[config.mk]
export PLATFORM = sky130hd
export DESIGN_NAME = spmq_ctrl
export DESIGN_NICKNAME = d
export VERILOG_FILES = /design/src/rtl/core/spmq_pkg.sv /design/src/rtl/core/spmq_ctrl.sv
export SDC_FILE = /design/constraint.sdc
export NUM_CORES = 1
export LEC_CHECK = 0
export ABC_AREA = 1
export BUFFER_PORTS_ARGS = -buffer_cell sky130_fd_sc_hd__clkbuf_2
export CORE_AREA = 2 2 39 41
export DETAILED_ROUTE_END_ITERATION = 10
export DIE_AREA = 0 0 41 43
export GPL_TIMING_DRIVEN = 0
export SLEW_MARGIN = 15
export SYNTH_ARGS = -nofsm -noshare
export SYNTH_HDL_FRONTEND = slang
export SYNTH_SLANG_ARGS = --single-unit
[constraint.sdc]
create_clock -name aclk -period 0.8 [get_ports aclk]
set_input_delay 0.2 -clock aclk [delete_from_list [all_inputs] [get_ports aclk]]
set_output_delay 0.2 -clock aclk [all_outputs]
set_load 0.03 [all_outputs]
[src/rtl/core/spmq_pkg.sv]
// ============================================================================
// spmq_pkg
// Shared sizes, codes and types of the strict-priority multi-queue.
// ============================================================================
`default_nettype none

package spmq_pkg;

    // Queue geometry
    localparam int QUEUE_DEPTH  = 16;
    localparam int NUM_LEVELS   = 4;
    localparam int NORMAL_LEVEL = 2;

    localparam int PTR_W     = (QUEUE_DEPTH > 1) ? $clog2(QUEUE_DEPTH) : 1;
    localparam int CNT_W     = $clog2(QUEUE_DEPTH + 1);
    localparam int MEM_DEPTH = NUM_LEVELS * QUEUE_DEPTH;
    localparam int ADDR_W    = (MEM_DEPTH > 1) ? $clog2(MEM_DEPTH) : 1;

    // Field widths
    localparam int QUEUE_W  = 2;
    localparam int PRIO_W   = 3;
    localparam int ID_W     = 32;
    localparam int TYPE_W   = 8;
    localparam int TIME_W   = 64;
    localparam int STATUS_W = 2;

    // Stream word widths, padded to whole bytes
    localparam int IN_DATA_W  = 144;
    localparam int OUT_DATA_W = 144;
    localparam int OUT_USED_W = QUEUE_W + PRIO_W + 2 * ID_W + TYPE_W + TIME_W;
    localparam int OUT_PAD_W  = OUT_DATA_W - OUT_USED_W;

    // Operation codes
    localparam logic MODE_PUSH = 1'b0;
    localparam logic MODE_POP  = 1'b1;

    // Result status codes
    localparam logic [STATUS_W-1:0] ST_PUSHED = 2'd0;
    localparam logic [STATUS_W-1:0] ST_FULL   = 2'd1;
    localparam logic [STATUS_W-1:0] ST_POPPED = 2'd2;
    localparam logic [STATUS_W-1:0] ST_EMPTY  = 2'd3;

    // One stored event record
    typedef struct packed {
        logic [PRIO_W-1:0] prio;
        logic [ID_W-1:0]   sensor_id;
        logic [ID_W-1:0]   event_id;
        logic [TYPE_W-1:0] sensor_code;
        logic [TIME_W-1:0] timestamp;
    } record_t;

    // Commands from the controller to the datapath
    typedef struct packed {
        logic                push;
        logic                pop;
        logic                load_result;
        logic                load_record;
        logic [STATUS_W-1:0] status;
        logic [QUEUE_W-1:0]  queue;
    } cmd_t;

    // Status from the datapath to the controller
    typedef struct packed {
        logic [QUEUE_W-1:0] push_queue;
        logic               push_full;
        logic               pop_any;
        logic [QUEUE_W-1:0] pop_queue;
    } sts_t;

endpackage

`default_nettype wire

[src/rtl/core/spmq_ctrl.sv]
// ============================================================================
// spmq_ctrl
// Controller: input and output handshakes, operation decode and the
// memory read wait state.
// ============================================================================
`default_nettype none

module spmq_ctrl (
    input  wire logic           aclk,
    input  wire logic           aresetn,
    input  wire logic           s_tvalid,
    input  wire logic           s_tuser,     // mode
    output logic                s_tready,
    output logic                m_tvalid,
    input  wire logic           m_tready,
    input  wire spmq_pkg::sts_t sts,
    output spmq_pkg::cmd_t      cmd
);

    localparam logic S_IDLE = 1'b0;
    localparam logic S_READ = 1'b1;

    logic state_reg;
    logic state_next;
    logic m_tvalid_reg;
    logic m_tvalid_next;
    logic in_fire;

    // Take a word when idle and the result slot is free or draining now
    assign s_tready = (state_reg == S_IDLE) && (!m_tvalid_reg || m_tready);
    assign in_fire  = s_tvalid && s_tready;
    assign m_tvalid = m_tvalid_reg;

    // Decode the operation and sequence the pop read
    always_comb begin
        cmd           = '0;
        state_next    = state_reg;
        m_tvalid_next = m_tvalid_reg && !m_tready;
        case (state_reg)
            S_IDLE: begin
                if (in_fire) begin
                    cmd.load_result = 1'b1;
                    if (s_tuser == spmq_pkg::MODE_PUSH) begin
                        cmd.queue     = sts.push_queue;
                        cmd.push      = !sts.push_full;
                        cmd.status    = sts.push_full ? spmq_pkg::ST_FULL
                                                      : spmq_pkg::ST_PUSHED;
                        m_tvalid_next = 1'b1;
                    end else if (sts.pop_any) begin
                        cmd.queue  = sts.pop_queue;
                        cmd.pop    = 1'b1;
                        cmd.status = spmq_pkg::ST_POPPED;
                        state_next = S_READ;
                    end else begin
                        cmd.status    = spmq_pkg::ST_EMPTY;
                        m_tvalid_next = 1'b1;
                    end
                end
            end
            S_READ: begin
                cmd.load_record = 1'b1;
                m_tvalid_next   = 1'b1;
                state_next      = S_IDLE;
            end
            default: begin
                state_next = S_IDLE;
            end
        endcase
    end

    always_ff @(posedge aclk) begin
        if (!aresetn) begin
            state_reg    <= S_IDLE;
            m_tvalid_reg <= 1'b0;
        end else begin
            state_reg    <= state_next;
            m_tvalid_reg <= m_tvalid_next;
        end
    end

endmodule

`default_nettype wire

==> impl_results.md, run 1 <==
- Power Dens Cells: 1240 nW/um^2
- Tmin final: 1.33 ns
- Final nets: 69
- RSZ-0062 raised after global routing: yes
- GRT Util Overall: 0.104
- Failing checks: setup timing
- Syn_nets: 38
- CP bufs+invs: 1
- Crit path cell chain: nand2_4 > nand3_4 > nor3_4 > clkbuf_8
- CP arrival: 1.13 ns
- MaxCap Viol Count: 0
- CP peak stage delay: 0.34 ns
- Worst-Margin Slew: 0.198 ns
- Adder-cell share of the synthesized area: 0
- Setup ws final: -0.528 ns
- Final Skew: 0.00595 ns
- Vias in the first global route: 332
- H-tree depth: 1
- Grt total ovfl: 0
- Worst Setup Start Kind: flop
- Bufs on Longest Clock Path: 2
- GPL Wtd Cong: 0.678
- Area growth, synth to finish: 232%
- Setup-failing EPs final: 12
- IO Pins: 21
- Synth Area in Simple Gates: 0.432
- Post-Synth XOR/XNOR Area: 0
- Worst skew pair latency: 0.23 ns
- Via count: 288
- Num CTS Buffers: 3
- Post-DP Area: 342 um^2
- Initial antenna violation count: 0
- CTS tree: done
- Crit-path max FO: 8
- Starting density of the core: 0.119
- Largest family of logic cells by synthesized area: simple AND/OR/NAND/NOR gates
- Rel. slew slack: 0.866
- # diodes: 0
- Hold buffers post-CTS: 0
- Root Buffer: clkbuf_4
- Multiplexer share of the synthesized area: 0
- Leakage power: 0.266 nW
- Crit Path Category: flop to output port
- Synth warn: 0
- Largest delay share family, worst path: simple AND/OR/NAND/NOR gates
- CORE AREA: 1380 um^2
- Pin count of the biggest net entering global routing: 9
- DRT Pass-1 Iters: 1
- Crit path required time: 0.60 ns
- Final Max Tran Viols: 0
- Fin crit share: 1.66
- Outcome: complete, but fails checks
- Flops & latches, synth: 2
- Fillers: 141
- Die height: 43 um
- Total power: 0.680 mW
- Syn Std Cell Area: 165 um^2
- I/O Buffers: 20
- Global-route wire length before repair: 1260 um
- Clk slew on worst S/H paths: 0.03 ns
- Final HPWL DP: 501 um
- Sequential share of the synthesized area: 0.242
- DIE WIDTH: 41 um
- Initial DRC Count: 0
- Drt via density: 3.95
- Share of cells above drive strength 1: 0.807
- Synth Area in Compound Gates: 0.167
- Final Cell Area: 548 um^2
- Post-Route WL: 859 um
- Final hold vios: 0
- Mapped Cells: 27
- Peak supply drop: 0.597 mV
- Pre-CTS WS: -0.438 ns
- Final ANT Viol Nets: 0
- Crit path max-delay cell type: dfxtp_4
- # rows: 14
- Routed wire per std cell: 11.8 um
- Worst Hold Class: input pin to flop
- Clock sinks: 2
- Full die area: 1760 um^2
- Max Clk Rate: 0.753 GHz
- Yosys cell types: 12
- Average size of a mapped cell: 6.12 um^2
- Crit end category: output port
- Drt drc: 0
## cell usage after synthesis, drive strengths merged
cell | count | area, um^2
nand2 | 8 | 32.5
inv | 5 | 18.8
a21oi | 3 | 15.0
nor2 | 3 | 11.3
dfxtp | 2 | 40.0
nor3 | 2 | 10.0
a21boi | 1 | 7.51
buf | 1 | 7.51
nand3 | 1 | 17.5
o21ai | 1 | 5.00
## layout make-up
cell class | instances | area (um^2) | share of cell area
multi-input cells | 19 | 168 | 0.306
well taps | 16 | 20.0 | 0.0365
repair buffers | 27 | 265 | 0.484
clock buffers | 4 | 26.3 | 0.0479
flip-flops and latches | 2 | 47.5 | 0.0868
inverters | 5 | 21.3 | 0.0388
## layout by cell type (no fill, tap or decap)
master    instances
clkbuf_2         10
nand2_1           6
buf_8             5
clkbuf_8          5
buf_6             5
inv_1             3
a21oi_4           3
nor2_2            3
clkbuf_4          3
dfxtp_4           2
buf_4             2
nand2_2           1
o21ai_0           1
nand2_4           1
inv_4             1
nand3_4           1
inv_2             1
nor3_4            1
nor3_2            1
a21boi_2          1
clkbuf_1          1
## power by group
part           internal [mW]  switching, mW
Combinational          0.156          0.166
Sequential             0.103        0.00648
Clock                  0.186         0.0634
## worst register-to-register path: cells and delay by family (launching register included)
family	cells	cell delay [ns]
flops	1	0.34
simple gates	3	0.32
buf+inv	2	0.30
## per-stage QoR
step | util | cells | hold WS [ns] | setup TNS [ns]
finish | 0.396 | 73 | 0.255 | -5.10
global placement | 0.247 | 63 | 0.445 | -2.51
floorplan | - | 27 | 0.332 | -2.33
detailed placement | 0.247 | 63 | 0.446 | -2.70
CTS | 0.347 | 69 | 0.212 | -4.72
global route | 0.396 | 73 | 0.264 | -5.61
## cells by family (layout without fill, tap and decap cells)
kind of cell | count (synthesis) | count (layout)
AOI/OAI and AO/OA | 5 | 5
and+or+nand+nor | 14 | 14
DFF | 2 | 2
buffers and inverters | 6 | 36
## metal layers
layer | track usage | wire length [um] | vias to the layer above
met2 | 0.163 | 550 | 8
met1 | 0.118 | 280 | 135
met3 | 0.0366 | 27 | 0
li1 | - | - | 145
met4 | 0.0533 | 0 | 0
met5 | 0 | 0 | -
## what timing repair did
action | in CTS | in global routing
pin swaps | 2 | 1
gates resized for setup | 25 | 14
buffers inserted | 2 | 5
setup endpoints to repair | 11 | 12
## final timing paths
path              depth (start not counted)  slack (ns)                 start              endpoint
setup / recovery                          4       -0.53   m_tvalid$_SDFF_PN0_                cmd[7]
hold / removal                            3        0.26               aresetn  state_reg$_SDFF_PP0_
setup reg to reg                          5       -0.23   m_tvalid$_SDFF_PN0_  state_reg$_SDFF_PP0_
hold reg to reg                           3        0.58  state_reg$_SDFF_PP0_  state_reg$_SDFF_PP0_
No activity file was read; power rests on OpenSTA's default activity.
==> run 2: changes to the inputs <==
- GPL_TIMING_DRIVEN: 0 -> not set
==> impl_results.md, run 2 (synthesis results as in run 1) <==
- Pre-CTS WS: -0.412 ns (was -0.438 ns)
- IO Pins: 21 (unchanged)
- Max Clk Rate: 0.759 GHz (was 0.753 GHz)
- RR Endpoint: m_tvalid$_SDFF_PN0_ (was state_reg$_SDFF_PP0_)
- CP arrival: 1.12 ns (was 1.13 ns)
- Final ANT Viol Nets: 0 (unchanged)
- Setup-failing EPs final: 12 (unchanged)
- Reg2reg start: m_tvalid$_SDFF_PN0_ (unchanged)
- Worst Setup Start Kind: flop (unchanged)
- Global-route wire length before repair: 1180 um (was 1260 um)
- WHS: 0.236 ns (was 0.255 ns)
- Crit path cell chain: inv_2 > nand3_4 > nor3_4 > clkbuf_8 (was nand2_4 > nand3_4 > nor3_4 > clkbuf_8)
- Most common cell after layout, fill and taps aside: clkbuf_2 (unchanged)
- Core Util, Final: 0.403 (was 0.396)
- Power Dens Cells: 1240 nW/um^2 (about the same)
- Clock sinks: 2 (unchanged)
- Final nets: 72 (was 69)
- Setup crit start: state_reg$_SDFF_PP0_ (was m_tvalid$_SDFF_PN0_)
- Post-DP Area: 387 um^2 (was 342 um^2)
- Setup ws final: -0.517 ns (was -0.528 ns)
- Full die area: 1760 um^2 (unchanged)
- Logic pwr share: 0.464 (was 0.473)
- CORE AREA: 1380 um^2 (unchanged)
- Clock power share: 0.377 (was 0.366)
- MaxCap Viol Count: 0 (unchanged)
- CP bufs+invs: 2 (was 1)
- # diodes: 0 (unchanged)
- Worst-Margin Slew: 0.193 ns (was 0.198 ns)
- Final HPWL DP: 498 um (was 501 um)
- Bufs on Longest Clock Path: 2 (unchanged)
- Worst skew pair latency: 0.23 ns (about the same)
- Most frequent cells in the layout: 10 x clkbuf_2, 7 x buf_4, 6 x nand2_1, 5 x buf_8, 5 x clkbuf_8 (was 10 x clkbuf_2, 6 x nand2_1, 5 x buf_8, 5 x clkbuf_8, 5 x buf_6)
- Drt drc: 0 (unchanged)
- Root Buffer: clkbuf_4 (unchanged)
- Area growth, synth to finish: 238% (was 232%)
- Drt via density: 3.84 (was 3.95)
- Final hold vios: 0 (unchanged)
- Share of cells above drive strength 1: 0.817 (was 0.807)
- DIE WIDTH: 41 um (unchanged)
- Rel. slew slack: 0.870 (was 0.866)
- Final Max Tran Viols: 0 (unchanged)
- Final Skew: 0.00159 ns (was 0.00595 ns)
- Outcome: complete, but fails checks (unchanged)
- Initial antenna violation count: 0 (unchanged)
- DRT Pass-1 Iters: 2 (was 1)
- Vias in the first global route: 308 (was 332)
- Worst Hold Class: input pin to flop (unchanged)
- Initial DRC Count: 4 (was 0)
- Grt total ovfl: 0 (unchanged)
- Crit path max-delay cell type: dfxtp_2 (was dfxtp_4)
- I/O Buffers: 20 (unchanged)
- Crit Path Category: flop to output port (unchanged)
- Die height: 43 um (unchanged)
- Sw power: 0.243 mW (was 0.235 mW)
- Tmin final: 1.32 ns (was 1.33 ns)
- Num CTS Buffers: 3 (unchanged)
- Int Power: 0.451 mW (was 0.444 mW)
- Fin crit share: 1.65 (was 1.66)
- GPL Wtd Cong: 0.697 (was 0.678)
- CP peak stage delay: 0.32 ns (was 0.34 ns)
- Seq pwr share: 0.159 (was 0.161)
- Via count: 292 (was 288)
- Crit end category: output port (unchanged)
- Starting density of the core: 0.119 (unchanged)
- Crit path required time: 0.60 ns (about the same)
- Depth of the worst register-to-register path: 4 (was 5)
- Switching Share: 0.350 (was 0.346)
- Peak supply drop: 0.658 mV (was 0.597 mV)
- R2R Setup Slk: -0.11 ns (was -0.23 ns)
- # rows: 14 (unchanged)
- Final Cell Area: 558 um^2 (was 548 um^2)
- Worst hold start: aresetn (unchanged)
- H-tree depth: 1 (unchanged)
- Clk slew on worst S/H paths: 0.03 ns (about the same)
- Min-Delay Endpoint: state_reg$_SDFF_PP0_ (unchanged)
- Routed wire per std cell: 10.2 um (was 11.8 um)
- Hold Path Depth: 3 (unchanged)
- Failing checks: setup timing (unchanged)
- Largest delay share family, worst path: flip-flops (was simple AND/OR/NAND/NOR gates)
- Pin count of the biggest net entering global routing: 9 (unchanged)
- Crit-path max FO: 8 (unchanged)
- Leakage power: 0.276 nW (was 0.266 nW)
- RSZ-0062 raised after global routing: yes (unchanged)
- GRT Util Overall: 0.101 (was 0.104)
- Post-Route WL: 778 um (was 859 um)
- CTS tree: done (unchanged)
-- run 2: changes by cell type in the layout (fill, tap and decap cells not counted), sizes merged --
cell / before / now
buf: 12 / 15
-- run 2: worst register-to-register path: stages (launching register included) --
cell,delay [ns]
dfxtp_4,0.34
buf_6,0.12
a21oi_4,0.17
buf_6,0.12
a21boi_2,0.04
-- run 2: how the worst max path moves through the flow --
stage / end / slack (ns) / cells after the start
after CTS: cmd[7] / -0.54 / 4
after detailed placement: cmd[7] / -0.41 / 6
after global placement: cmd[7] / -0.39 / 6
after global routing: cmd[7] / -0.57 / 4
final: cmd[7] / -0.52 / 4
after floorplan: cmd[7] / -0.37 / 3
-- run 2: through the flow --
step | total power, mW | instances | TNS, ns
floorplan | 0.247 | 27 | -2.33
global placement | 0.335 | 69 | -2.76
detailed placement | 0.338 | 69 | -2.90
CTS | 0.682 | 75 | -4.88
global route | 0.733 | 76 | -5.14
finish | 0.694 | 76 | -4.57
-- run 2: power groups by stage --
stage	clock network [mW]	registers [mW]	logic [mW]
floorplan	0	0.120	0.127
global placement	0	0.111	0.225
detailed placement	0	0.111	0.227
CTS	0.271	0.110	0.301
global route	0.282	0.111	0.340
finish	0.262	0.111	0.322
-- run 2: what timing repair did --
| item | 4_1_cts | 5_1_grt |
|---|---|---|
| setup endpoints to repair | 12 | 12 |
| hold buffers | 0 | 0 |
| cloned | 0 | 0 |
| pin swaps | 3 | 2 |
| resized for setup | 28 | 9 |
| setup buffers | 2 | 4 |
-- run 2: layout make-up --
| class | count | area [um^2] |
|---|---|---|
| multi-input cells | 19 | 168 |
| fillers | 141 | 826 |
| clock buffers | 4 | 26.3 |
| flip-flops and latches | 2 | 45.0 |
| repair buffers | 30 | 280 |
| inverters | 5 | 18.8 |
| well taps | 16 | 20.0 |
-- run 2: layer usage --
layer  GRT usage  up-vias  wire length, um
met5           0        -                0
met4      0.0400        0                0
met3      0.0524        0               52
met2       0.169       10              418
met1      0.0990      134              307
li1            -      148                -
